[src/wpmc_pkg.sv]
package wpmc_pkg;

	localparam int MAX_PATTERN_DEF = 16;
	localparam int BYTE_W          = 8;
	localparam int LEN_REG_W       = 5;
	localparam int CHARS_W         = 64;
	localparam int NUM_CHARS       = 16;
	localparam int CHAR_IDX_W      = 4;
	localparam int COUNT_W         = 16;
	localparam int CFG_IDX_W       = 2;
	localparam int CFG_DATA_W      = 64;

	localparam logic [COUNT_W-1:0] COUNT_MAX = '1;

	typedef enum logic [CFG_IDX_W-1:0] {
		CFG_LENGTH     = 2'd0,
		CFG_CHARS_LOW  = 2'd1,
		CFG_CHARS_HIGH = 2'd2
	} cfg_idx_t;

	localparam logic [BYTE_W-1:0] CH_STAR    = 8'h2A;
	localparam logic [BYTE_W-1:0] CH_PERCENT = 8'h25;
	localparam logic [BYTE_W-1:0] CH_AT      = 8'h40;
	localparam logic [BYTE_W-1:0] CH_LO_A    = 8'h61;
	localparam logic [BYTE_W-1:0] CH_LO_Z    = 8'h7A;
	localparam logic [BYTE_W-1:0] CH_UP_A    = 8'h41;
	localparam logic [BYTE_W-1:0] CH_UP_Z    = 8'h5A;
	localparam logic [BYTE_W-1:0] CH_0       = 8'h30;
	localparam logic [BYTE_W-1:0] CH_9       = 8'h39;

	function automatic logic is_letter(input logic [BYTE_W-1:0] c);
		return ((c >= CH_LO_A) && (c <= CH_LO_Z)) || ((c >= CH_UP_A) && (c <= CH_UP_Z));
	endfunction

	function automatic logic char_match(input logic [BYTE_W-1:0] p,
		input logic [BYTE_W-1:0] t);
		logic r;
		r = 1'b0;
		if (p == CH_STAR) begin
			r = 1'b1;
		end else if (p == CH_PERCENT) begin
			r = (t >= CH_0) && (t <= CH_9);
		end else if (p == CH_AT) begin
			r = is_letter(t);
		end else if (is_letter(p)) begin
			r = (p == t);
		end
		return r;
	endfunction

endpackage

[src/wpmc_cfg.sv]
module wpmc_cfg (
	input  logic                               clk,
	input  logic                               arst_n,
	input  logic                               cfg_valid,
	output logic                               cfg_ready,
	input  logic [wpmc_pkg::CFG_IDX_W-1:0]     cfg_index,
	input  logic [wpmc_pkg::CFG_DATA_W-1:0]    cfg_data,
	output logic [wpmc_pkg::LEN_REG_W-1:0]     pattern_length,
	output logic [2*wpmc_pkg::CHARS_W-1:0]     pattern_chars
);
	import wpmc_pkg::*;

	logic [LEN_REG_W-1:0] length_q;
	logic [CHARS_W-1:0]   low_q;
	logic [CHARS_W-1:0]   high_q;

	assign cfg_ready = 1'b1;

	always_ff @(posedge clk or negedge arst_n) begin
		if (!arst_n) begin
			length_q <= LEN_REG_W'(1);
			low_q    <= '0;
			high_q   <= '0;
		end else if (cfg_valid && cfg_ready) begin
			unique case (cfg_idx_t'(cfg_index))
				CFG_LENGTH:     length_q <= cfg_data[LEN_REG_W-1:0];
				CFG_CHARS_LOW:  low_q    <= cfg_data[CHARS_W-1:0];
				CFG_CHARS_HIGH: high_q   <= cfg_data[CHARS_W-1:0];
				default: ;
			endcase
		end
	end

	assign pattern_length = length_q;
	assign pattern_chars  = {high_q, low_q};

endmodule

[src/wpmc_matcher.sv]
module wpmc_matcher #(
	parameter int MaxPattern = wpmc_pkg::MAX_PATTERN_DEF,
	localparam int LW = $clog2(MaxPattern + 1)
) (
	input  logic [wpmc_pkg::LEN_REG_W-1:0]          pattern_length,
	input  logic [2*wpmc_pkg::CHARS_W-1:0]          pattern_chars,
	input  logic [LW-1:0]                           bytes_seen,
	input  logic [MaxPattern-1:0][wpmc_pkg::BYTE_W-1:0] window,
	output logic                                    hit
);
	import wpmc_pkg::*;

	logic [NUM_CHARS-1:0][BYTE_W-1:0] pchar;
	logic [LW-1:0]                    len_eff;
	logic [MaxPattern-1:0]            pos_ok;
	logic                             full;

	assign pchar = pattern_chars;

	always_comb begin
		if (pattern_length == '0) begin
			len_eff = LW'(1);
		end else if (pattern_length > LEN_REG_W'(MaxPattern)) begin
			len_eff = LW'(MaxPattern);
		end else begin
			len_eff = LW'(pattern_length);
		end
	end

	// window[0] is the newest byte; it faces the last pattern character in use
	always_comb begin
		logic [LW-1:0] k;
		for (int j = 0; j < MaxPattern; j++) begin
			k = len_eff - LW'(1) - LW'(j);
			if (LW'(j) >= len_eff) begin
				pos_ok[j] = 1'b1;
			end else begin
				pos_ok[j] = char_match(pchar[CHAR_IDX_W'(k)], window[j]);
			end
		end
	end

	assign full = ({1'b0, bytes_seen} + (LW+1)'(1)) >= {1'b0, len_eff};
	assign hit  = full && (&pos_ok);

endmodule

[src/wildcard_pattern_match_counter.sv]
// The input register captures each input transaction, one matcher pass follows, and the
// result register holds the outcome until it is taken.
// Throughput: one byte per cycle unless m_axis_tready stalls the output; the
// MaxPattern-position (default 16) history compare is combinational between the two registers.
// Reset (arst_n low): config returns to length 1 and zero characters; history,
// byte count, match count and the valid flags of both pipeline stages are cleared.
module wildcard_pattern_match_counter #(
	parameter int MaxPattern = wpmc_pkg::MAX_PATTERN_DEF
) (
	input  logic                            clk,
	input  logic                            arst_n,
	input  logic                            s_axis_tvalid,
	output logic                            s_axis_tready,
	input  logic [7:0]                      s_axis_tdata,  // text_byte
	input  logic                            s_axis_tlast,  // end_of_text
	output logic                            m_axis_tvalid,
	input  logic                            m_axis_tready,
	output logic [15:0]                     m_axis_tdata,  // match_count
	output logic                            m_axis_tuser,  // match_here
	output logic                            m_axis_tlast,  // text_done
	input  logic                            cfg_valid,
	output logic                            cfg_ready,
	input  logic [wpmc_pkg::CFG_IDX_W-1:0]  cfg_index,
	input  logic [wpmc_pkg::CFG_DATA_W-1:0] cfg_data
);
	import wpmc_pkg::*;

	localparam int LW        = $clog2(MaxPattern + 1);
	localparam int HistDepth = (MaxPattern > 1) ? MaxPattern - 1 : 1;

	logic [LEN_REG_W-1:0]              pattern_length;
	logic [2*CHARS_W-1:0]              pattern_chars;

	logic                              valid_s1;
	logic [BYTE_W-1:0]                 byte_s1;
	logic                              last_s1;

	logic                              valid_s2;
	logic [COUNT_W-1:0]                count_s2;
	logic                              hit_s2;
	logic                              last_s2;

	logic [HistDepth-1:0][BYTE_W-1:0]  hist_q;
	logic [LW-1:0]                     seen_q;
	logic [COUNT_W-1:0]                count_q;

	logic [MaxPattern-1:0][BYTE_W-1:0] window;
	logic                              hit;
	logic                              adv;
	logic [COUNT_W-1:0]                count_next;

	wpmc_cfg u_cfg (
		.clk            (clk),
		.arst_n         (arst_n),
		.cfg_valid      (cfg_valid),
		.cfg_ready      (cfg_ready),
		.cfg_index      (cfg_index),
		.cfg_data       (cfg_data),
		.pattern_length (pattern_length),
		.pattern_chars  (pattern_chars)
	);

	always_comb begin
		window[0] = byte_s1;
		for (int j = 1; j < MaxPattern; j++) begin
			window[j] = hist_q[j-1];
		end
	end

	wpmc_matcher #(
		.MaxPattern (MaxPattern)
	) u_matcher (
		.pattern_length (pattern_length),
		.pattern_chars  (pattern_chars),
		.bytes_seen     (seen_q),
		.window         (window),
		.hit            (hit)
	);

	assign adv           = valid_s1 && (!valid_s2 || m_axis_tready);
	assign s_axis_tready = !valid_s1 || adv;
	assign count_next    = (hit && (count_q != COUNT_MAX)) ? count_q + COUNT_W'(1) : count_q;

	always_ff @(posedge clk or negedge arst_n) begin
		if (!arst_n) begin
			valid_s1 <= 1'b0;
		end else if (s_axis_tready) begin
			valid_s1 <= s_axis_tvalid;
		end
	end

	always_ff @(posedge clk) begin
		if (s_axis_tvalid && s_axis_tready) begin
			byte_s1 <= s_axis_tdata;
			last_s1 <= s_axis_tlast;
		end
	end

	always_ff @(posedge clk or negedge arst_n) begin
		if (!arst_n) begin
			valid_s2 <= 1'b0;
		end else if (adv) begin
			valid_s2 <= 1'b1;
		end else if (m_axis_tready) begin
			valid_s2 <= 1'b0;
		end
	end

	always_ff @(posedge clk) begin
		if (adv) begin
			count_s2 <= count_next;
			hit_s2   <= hit;
			last_s2  <= last_s1;
		end
	end

	always_ff @(posedge clk or negedge arst_n) begin
		if (!arst_n) begin
			hist_q  <= '0;
			seen_q  <= '0;
			count_q <= '0;
		end else if (adv) begin
			if (last_s1) begin
				hist_q  <= '0;
				seen_q  <= '0;
				count_q <= '0;
			end else begin
				hist_q[0] <= byte_s1;
				for (int i = 1; i < HistDepth; i++) begin
					hist_q[i] <= hist_q[i-1];
				end
				if (seen_q != LW'(MaxPattern)) begin
					seen_q <= seen_q + LW'(1);
				end
				count_q <= count_next;
			end
		end
	end

	assign m_axis_tvalid = valid_s2;
	assign m_axis_tdata  = count_s2;
	assign m_axis_tuser  = hit_s2;
	assign m_axis_tlast  = last_s2;

endmodule

[config.mk]
export PLATFORM = sky130hd
export DESIGN_NAME = wildcard_pattern_match_counter
export DESIGN_NICKNAME = d
export VERILOG_FILES = /design/src/wpmc_pkg.sv /design/src/wpmc_cfg.sv /design/src/wpmc_matcher.sv /design/src/wildcard_pattern_match_counter.sv
export SDC_FILE = /design/constraint.sdc
export NUM_CORES = 1
export LEC_CHECK = 0
export ABC_AREA = 1
export BUFFER_PORTS_ARGS = -buffer_cell sky130_fd_sc_hd__buf_2
export CAP_MARGIN = 25
export CORE_ASPECT_RATIO = 0.75
export CORE_MARGIN = 3
export CORE_UTILIZATION = 30
export CTS_CLUSTER_DIAMETER = 40
export DETAILED_ROUTE_END_ITERATION = 8
export PLACE_DENSITY = 0.43
export SYNTH_ARGS = -nofsm -noshare
export SYNTH_HDL_FRONTEND = slang
export SYNTH_SLANG_ARGS = --single-unit
[constraint.sdc]
create_clock -name clk -period 5 [get_ports clk]
set_input_delay 0.75 -clock clk [delete_from_list [all_inputs] [get_ports clk]]
set_output_delay 0.75 -clock clk [all_outputs]
set_load 0.03 [all_outputs]
==> metrics.md, run 1 <==
| Metric | Value |
|---|---|
| Synth Register Bits | `303` |
| Total design power | `19300 uW` |
| VDD IR max | `0.308 mV` |
| Primary FF master, synth | `dfrtp_1` |
| Gate Count Post-Synth | `4343` |
| First-pass GRT wire length | `201 mm` |
| Maxcap violations | `0` |
| PwrDens | `632 nW/um^2` |
| Yosys cell types | `53` |
| CTS buffer count | `59` |
| Worst setup SP type | `flop` |
| Residual DRC | `0` |
| Synth Area per Inst | `5.98 um^2` |
| Netlist Area Pre-Place | `26000 um^2` |
| Yosys warnings | `0` |
| Fin cells | `5585` |
| Share of cells above drive strength 1 | `8.69%` |
| Placed cell area | `28100 um^2` |
| Drt wl/cell | `25.1 um` |
| RSZ-0062 raised after global routing | `false` |
| Htree depth | `2` |
| DR vias/cell | `5.50` |
| Port bufs | `99` |
| Max-slew headroom | `33.9%` |
| Critical path class | `reg2reg` |
| Post-CTS setup buffers | `0` |
| Antenna-violating nets left | `0` |
| Fmax | `209 MHz` |
| Iteration-0 DRC Markers | `4091` |
| Reg clk slew, reported paths | `0.06 ns` |
| Grt ovf | `0` |
| Leak Pwr | `0.0153 uW` |
| Final HPWL DP | `112 mm` |
| Asr flop ratio synth | `91.1%` |
| Initial Utilization | `30.6%` |
| Setup violations, final | `0` |
| Rows | `92` |
| Synthesized Nets | `4445` |
| Hold crit path type | `in2async` |
| Design area | `30500 um^2` |
| Worst skew pair latency | `0.65 ns` |
| Core box area | `84800 um^2` |
| Fin crit period | `4.78 ns` |
| Largest net degree at the start of global routing | `90` |
| Number of synthesized flops with an enable pin | `27` |
| WL final | `140 mm` |
| Via count | `30700` |
| Vias in the first global route | `27700` |
| WP data arrival | `5.18 ns` |
| GRT Total Usage | `30.3%` |
| Total Nets Final | `4504` |
| Initial antenna violation count | `6` |
| Actual slew at the worst max-slew pin | `0.981 ns` |
| Ports | `101` |
| Status | `completed` |
| RePlAce Congestion | `1.05` |
| Max Slew Vio Count | `0` |
| Worst Setup End Kind | `flop` |
| TritonCTS clock tree | `yes` |
| TritonCTS sink count | `303` |
| Die area | `90100 um^2` |
| Cells after DPL | `5468` |
| Final Cycle Share | `95.7%` |
| Crit path max fanout | `18` |
| Die Wd | `346 um` |
| Pre-antenna DRT Iters | `6` |
| CTS root buf | `clkbuf_16` |
| Sequential area share after synthesis | `29.7%` |
| Cts hold-fix bufs | `0` |
| Clock Tree Buf Depth | `3` |
| Die height | `261 um` |
| P&R area growth vs syn | `17.3%` |
| WP data required | `5.39 ns` |
| Final Hold Fails | `0` |
| Skew final | `0.0315 ns` |
-- per-stage QoR --
step | util, % | setup slack, ns | setup TNS [ns] | hold WS (ns)
2_1_floorplan | - | 0.207 | 0 | 0.451
3_3_place_gp | 33.1 | -0.583 | -17.26 | 0.468
3_5_place_dp | 33.1 | 0.0926 | 0 | 0.478
4_1_cts | 35.7 | 0.0556 | 0 | 0.136
5_1_grt | 35.9 | 0.0255 | 0 | 0.172
6_report | 35.9 | 0.217 | 0 | 0.126
-- area by class of cell --
class                      instances  area [um^2]
fill                            9442        54400
multi-input combinational       3401        15800
sequential                       303         7720
timing repair buffer             210         1680
clock buffer                      72         1640
inverter                         427         1610
tap                             1128         1410
clock inverter                    39          578
antenna                            5         12.5
-- layout by cell type, fill, tap and decap left out, types with 10 or more instances in the layout --
master / count
nand4_1: 56
o22ai_1: 133
xor2_1: 28
dfrtp_1: 275
buf_4: 82
nor2_1: 180
nand3_1: 959
nand2_1: 1596
nor4_1: 19
o211ai_1: 10
nand2_2: 13
buf_2: 98
edfxtp_1: 27
ha_1: 19
nand3b_1: 15
nor3_1: 52
clkbuf_16: 62
o21ai_1: 10
inv_1: 414
nand2_4: 14
o21ai_0: 199
buf_12: 25
bufinv_16: 10
a21oi_1: 27
-- flip-flops by register name, indices dropped and copies added (netlist names) --
| register | count |
|---|---|
| u_cfg.pattern_length | 5 |
| valid_s1 | 1 |
| m_axis_tuser | 1 |
| last_s1 | 1 |
| u_cfg.high_q | 64 |
| m_axis_tdata | 16 |
| hist_q | 120 |
| u_cfg.low_q | 64 |
| m_axis_tlast | 1 |
| seen_q | 5 |
| byte_s1 | 8 |
| m_axis_tvalid | 1 |
| count_q | 16 |
-- metal layers --
layer,wire [um],GRT usage [%],vias up
met5,13,0,-
met1,66900,45.4,14600
li1,-,-,14500
met4,4650,9.34,2
met2,54000,41.3,1400
met3,14900,8.52,188
-- synthesized netlist by cell type (9+ instances only) --
library cell  instances  share of area (%)
inv_1               415                6.0
buf_4                20               0.58
nor4_1               19               0.46
a21oi_1              27               0.52
nand2_1            1603                 23
edfxtp_1             27                3.1
dfrtp_1             275                 27
o22ai_1             133                3.2
clkbuf_1            106                1.5
nand2_2              16               0.39
nor3_1               52                1.0
buf_1                25               0.36
nand3_1             964                 19
o21ai_1              10               0.19
nor2_1              181                2.6
xor2_1               28               0.94
o211ai_1             10               0.29
buf_6                 9               0.39
nand4_1              56                1.3
buf_2                52                1.0
nand3b_1             15               0.43
ha_1                 22                1.1
o21ai_0             203                3.9
-- path summary, 6_finish.rpt --
path	slack [ns]	depth (start not counted)	from	to
min in group clk	0.25	1	s_axis_tdata[1]	byte_s1[1]
hold / removal	0.13	1	arst_n	hist_q[115]
max in group asynchronous	3.92	2	arst_n	seen_q[1]
setup reg to reg	0.22	24	u_cfg.pattern_length[3]	m_axis_tdata[2]
setup / recovery	0.22	24	u_cfg.pattern_length[3]	m_axis_tdata[2]
hold reg to reg	0.48	2	u_cfg.high_q[4]	u_cfg.high_q[4]
-- cell families (layout without fill, tap and decap cells) --
kind of cell	count (synthesis)	in the layout	share of synthesized area (%)
and+or+nand+nor	2937	2937	49.1
AOI/OAI and AO/OA	413	413	9.12
xor gates and xnor gates	28	28	0.945
adders and majority gates	22	22	1.06
other	1	6	0.0144
buffers and inverters	639	748	10.1
DFF	303	303	29.7
-- where the power goes --
group	leakage (uW)	internal (uW)	total, uW	switching, uW
combinational	0.0103	3030	11700	8720
sequential	0.00390	2750	3120	366
clock	0.00106	2870	4400	1530
total	0.0153	8640	19300	10600
-- timing repair --
action | in CTS | in global routing
gates resized for setup | 0 | 32
endpoints found under the setup margin | 0 | 33
hold endpoints to repair | 0 | 0
-- worst max-delay path: stages (launching register included) --
cell	delay [ns]
dfrtp_1	0.36
buf_4	0.19
inv_1	0.20
a21oi_4	0.46
nand3_2	0.23
nand2_2	0.50
nand2_1	0.19
nand2_4	0.28
nand3_1	0.47
nand2_1	0.31
nand2_1	0.08
nand2_1	0.07
nand3_1	0.06
nor2_1	0.10
nand2_1	0.06
nand2_1	0.05
nand2_1	0.04
nand2_1	0.07
nand2_1	0.06
nor3_2	0.10
buf_4	0.17
nand3_2	0.11
buf_12	0.18
nand2_1	0.05
nand2_1	0.07
Note: power is estimated with default switching activity, not from simulation.
==> run 2: changes to the inputs <==
- CORE_MARGIN: 3 -> default
==> run 2 against run 1 <==
Net effect:
- cell area decreased by 1.1%
- core utilization decreased by 0.76 points
- clock skew decreased by 0.013 ns
- count of clock-buffer cells in the layout decreased by 7
- register-to-register slack improved by 0.05 ns
- via count decreased by 0.31%
- sequential share of layout area increased by 0.27 points
- worst hold slack improved by 0.049 ns
- first-iteration DRC count decreased by 6.6%
- die area decreased by 2.7%
- routed wire length increased by 0.29%
- sequential cell count unchanged
- critical path type unchanged
- largest power group unchanged
==> metrics.md, run 2 (synthesis gave the netlist of run 1 again) <==
| Metric | Value |
|---|---|
| Status | `completed` |
| DR vias/cell | `5.48 (-0.44%)` |
| VDD IR max | `0.307 mV (-0.28%)` |
| P&R area growth vs syn | `16.1%` |
| Worst Setup Slack, final | `0.266 ns (+0.0492 ns)` |
| Via count | `30600 (-0.31%)` |
| Most frequent cells in the layout | `nand2_1 (1598), nand3_1 (959), inv_1 (415)` |
| RePlAce Congestion | `1.05 (about the same)` |
| Iteration-0 DRC Markers | `3822 (-6.6%)` |
| Largest net degree at the start of global routing | `98 (+8.9%)` |
| Hold crit path type | `in2async` |
| Core box area | `85800 um^2 (+1.1%)` |
| Worst skew pair latency | `0.64 ns (about the same)` |
| Port bufs | `99 (unchanged)` |
| Max reg flops | `120 (unchanged)` |
| Slowest stage cell, crit path | `dfrtp_1` |
| Worst Setup End Kind | `flop` |
| WL met1 | `68.0 mm (+1.6%)` |
| Die height | `257 um (-1.5%)` |
| Reg-to-Reg End | `m_axis_tdata[0]` |
| Worst setup SP type | `flop` |
| Die area | `87700 um^2 (-2.7%)` |
| R2R cell count | `28 (+17%)` |
| FF-to-FF Start | `u_cfg.pattern_length[1]` |
| Pre-antenna DRT Iters | `6 (unchanged)` |
| Setup violations, final | `0 (unchanged)` |
| Initial antenna violation count | `6 (unchanged)` |
| Crit path max fanout | `38 (+20)` |
| Maxcap violations | `0 (unchanged)` |
| Cts hold-fix bufs | `0 (unchanged)` |
| Leak Pwr | `0.0151 uW (-0.85%)` |
| Actual slew at the worst max-slew pin | `0.912 ns (-0.0687 ns)` |
| TritonCTS clock tree | `yes` |
| Rows | `93 (+1.1%)` |
| TritonCTS sink count | `303 (unchanged)` |
| Top Metal Used | `met4` |
| PwrDens | `621 nW/um^2 (-1.7%)` |
| CTS buffer count | `53 (-10%)` |
| Skew final | `0.0183 ns (-0.0132 ns)` |
| Drt wl/cell | `25.2 um (+0.16%)` |
| Cell repeated most along the worst path | `nand2_1` |
| Worst Hold Slack | `0.175 ns (+0.0488 ns)` |
| Post_cts resized | `0 (unchanged)` |
| Most flops, register | `hist_q` |
| Critical path class | `reg2reg` |
| Vias in the first global route | `27800 (+0.35%)` |
| Max Slew Vio Count | `0 (unchanged)` |
| Fin Setup TNS | `0 ns (unchanged)` |
| Ports | `101 (unchanged)` |
| Initial Utilization | `30.3% (-0.33 points)` |
| Share of cells above drive strength 1 | `8.36% (-0.33 points)` |
| Reg clk slew, reported paths | `0.06 ns (about the same)` |
| WP data arrival | `5.12 ns (-0.06 ns)` |
| GRT Total Usage | `31.7% (+1.4 points)` |
| RSZ-0062 raised after global routing | `false` |
| WL final | `141 mm (+0.29%)` |
| Crit path largest cell delay | `0.38 ns (-0.12 ns)` |
| Die Wd | `342 um (-1.2%)` |
| Max-slew headroom | `39.1% (+5.1 points)` |
| Antenna-violating nets left | `0 (unchanged)` |
| Residual DRC | `0 (unchanged)` |
| Met2 wire len | `53.7 mm (-0.51%)` |
| Fin crit period | `4.73 ns (-0.0492 ns)` |
| Final Cycle Share | `94.7% (-0.98 points)` |
| WP data required | `5.39 ns (about the same)` |
| CTS root buf | `clkbuf_16` |
| Crit path launch | `u_cfg.pattern_length[1]` |
| Met3 wire len | `14.2 mm (-4.5%)` |
| Grt ovf | `0 (unchanged)` |
| Post-CTS setup buffers | `0 (unchanged)` |
| Commonest non-fill, non-tap cell in the layout | `nand2_1` |
| Reg2Reg Setup Slack | `0.27 ns (+0.05 ns)` |
| Final HPWL DP | `112 mm (+0.14%)` |
| Placement Setup Slack | `0.219 ns (+0.127 ns)` |
| First-pass GRT wire length | `203 mm (+0.75%)` |
| Htree depth | `2 (unchanged)` |
| Clock Tree Buf Depth | `3 (unchanged)` |
| Final Hold Fails | `0 (unchanged)` |
| Largest regs | `hist_q: 120 flops, u_cfg.high_q: 64 flops, u_cfg.low_q: 64 flops` |
| Total Nets Final | `4505 (+0.022%)` |
| Total design power | `18700 uW (-2.7%)` |
| Fmax | `211 MHz (+1.0%)` |
==> run 2: cell types whose count changed in the layout (fill, tap and decap cells not counted), sizes merged <==
| cell | change |
|---|---|
| buf | +7 |
| clkinvlp | -1 |
| clkbuf | -7 |
| inv | +2 |
| diode | -1 |
| bufinv | -5 |
==> run 2: worst max path at each step <==
| stage | to | slack, ns | depth (start not counted) |
|---|---|---|---|
| 3_3_place_gp | m_axis_tdata[3] | 0.27 | 30 |
| 2_1_floorplan | m_axis_tdata[8] | 0.21 | 33 |
| 4_1_cts | m_axis_tdata[0] | 0.18 | 28 |
| 5_1_grt | m_axis_tdata[2] | 0.04 | 29 |
| 6_report | m_axis_tdata[0] | 0.27 | 28 |
| 3_5_place_dp | m_axis_tdata[15] | 0.22 | 29 |
==> run 2: metrics by stage <==
step / instance area, um^2 / cells / utilization (%)
after detailed placement: 28200 / 5487 / 32.9
after floorplan: 26000 / 4343 / -
after global routing: 30100 / 5588 / 35.1
final: 30100 / 5592 / 35.1
after global placement: 28200 / 5487 / 32.9
after CTS: 30100 / 5587 / 35.1
==> run 2: power breakdown <==
group,leakage (uW),switching (uW),internal [uW]
Sequential,0.00390,382,2750
Combinational,0.0103,8750,3080
Clock,0.000898,1430,2340
Total,0.0151,10600,8170
==> run 2: metal layers <==
| metal | vias to the layer above | track usage [%] |
|---|---|---|
| li1 | 14500 | - |
| met1 | 14500 | 48.9 |
| met2 | 1380 | 42.3 |
| met3 | 203 | 6.90 |
| met4 | 0 | 10.3 |
| met5 | - | 0 |
==> run 2: area by class of cell <==
type	instances	area (um^2)
Fill cell	9481	55600
Antenna cell	4	10.0
Clock buffer	65	1440
Multi-Input combinational cell	3401	15700
Clock inverter	35	418
Timing Repair Buffer	217	1780
Inverter	427	1610
Tap cell	1140	1430
Sequential cell	303	7720
==> run 2: worst max-delay path: cells and delay by family (launching register included) <==
family	cells	cell delay, ns
AND/OR/NAND/NOR	21	2.67
buffers and inverters	5	0.80
adder cells (fa/ha/maj)	2	0.59
flip-flops	1	0.38
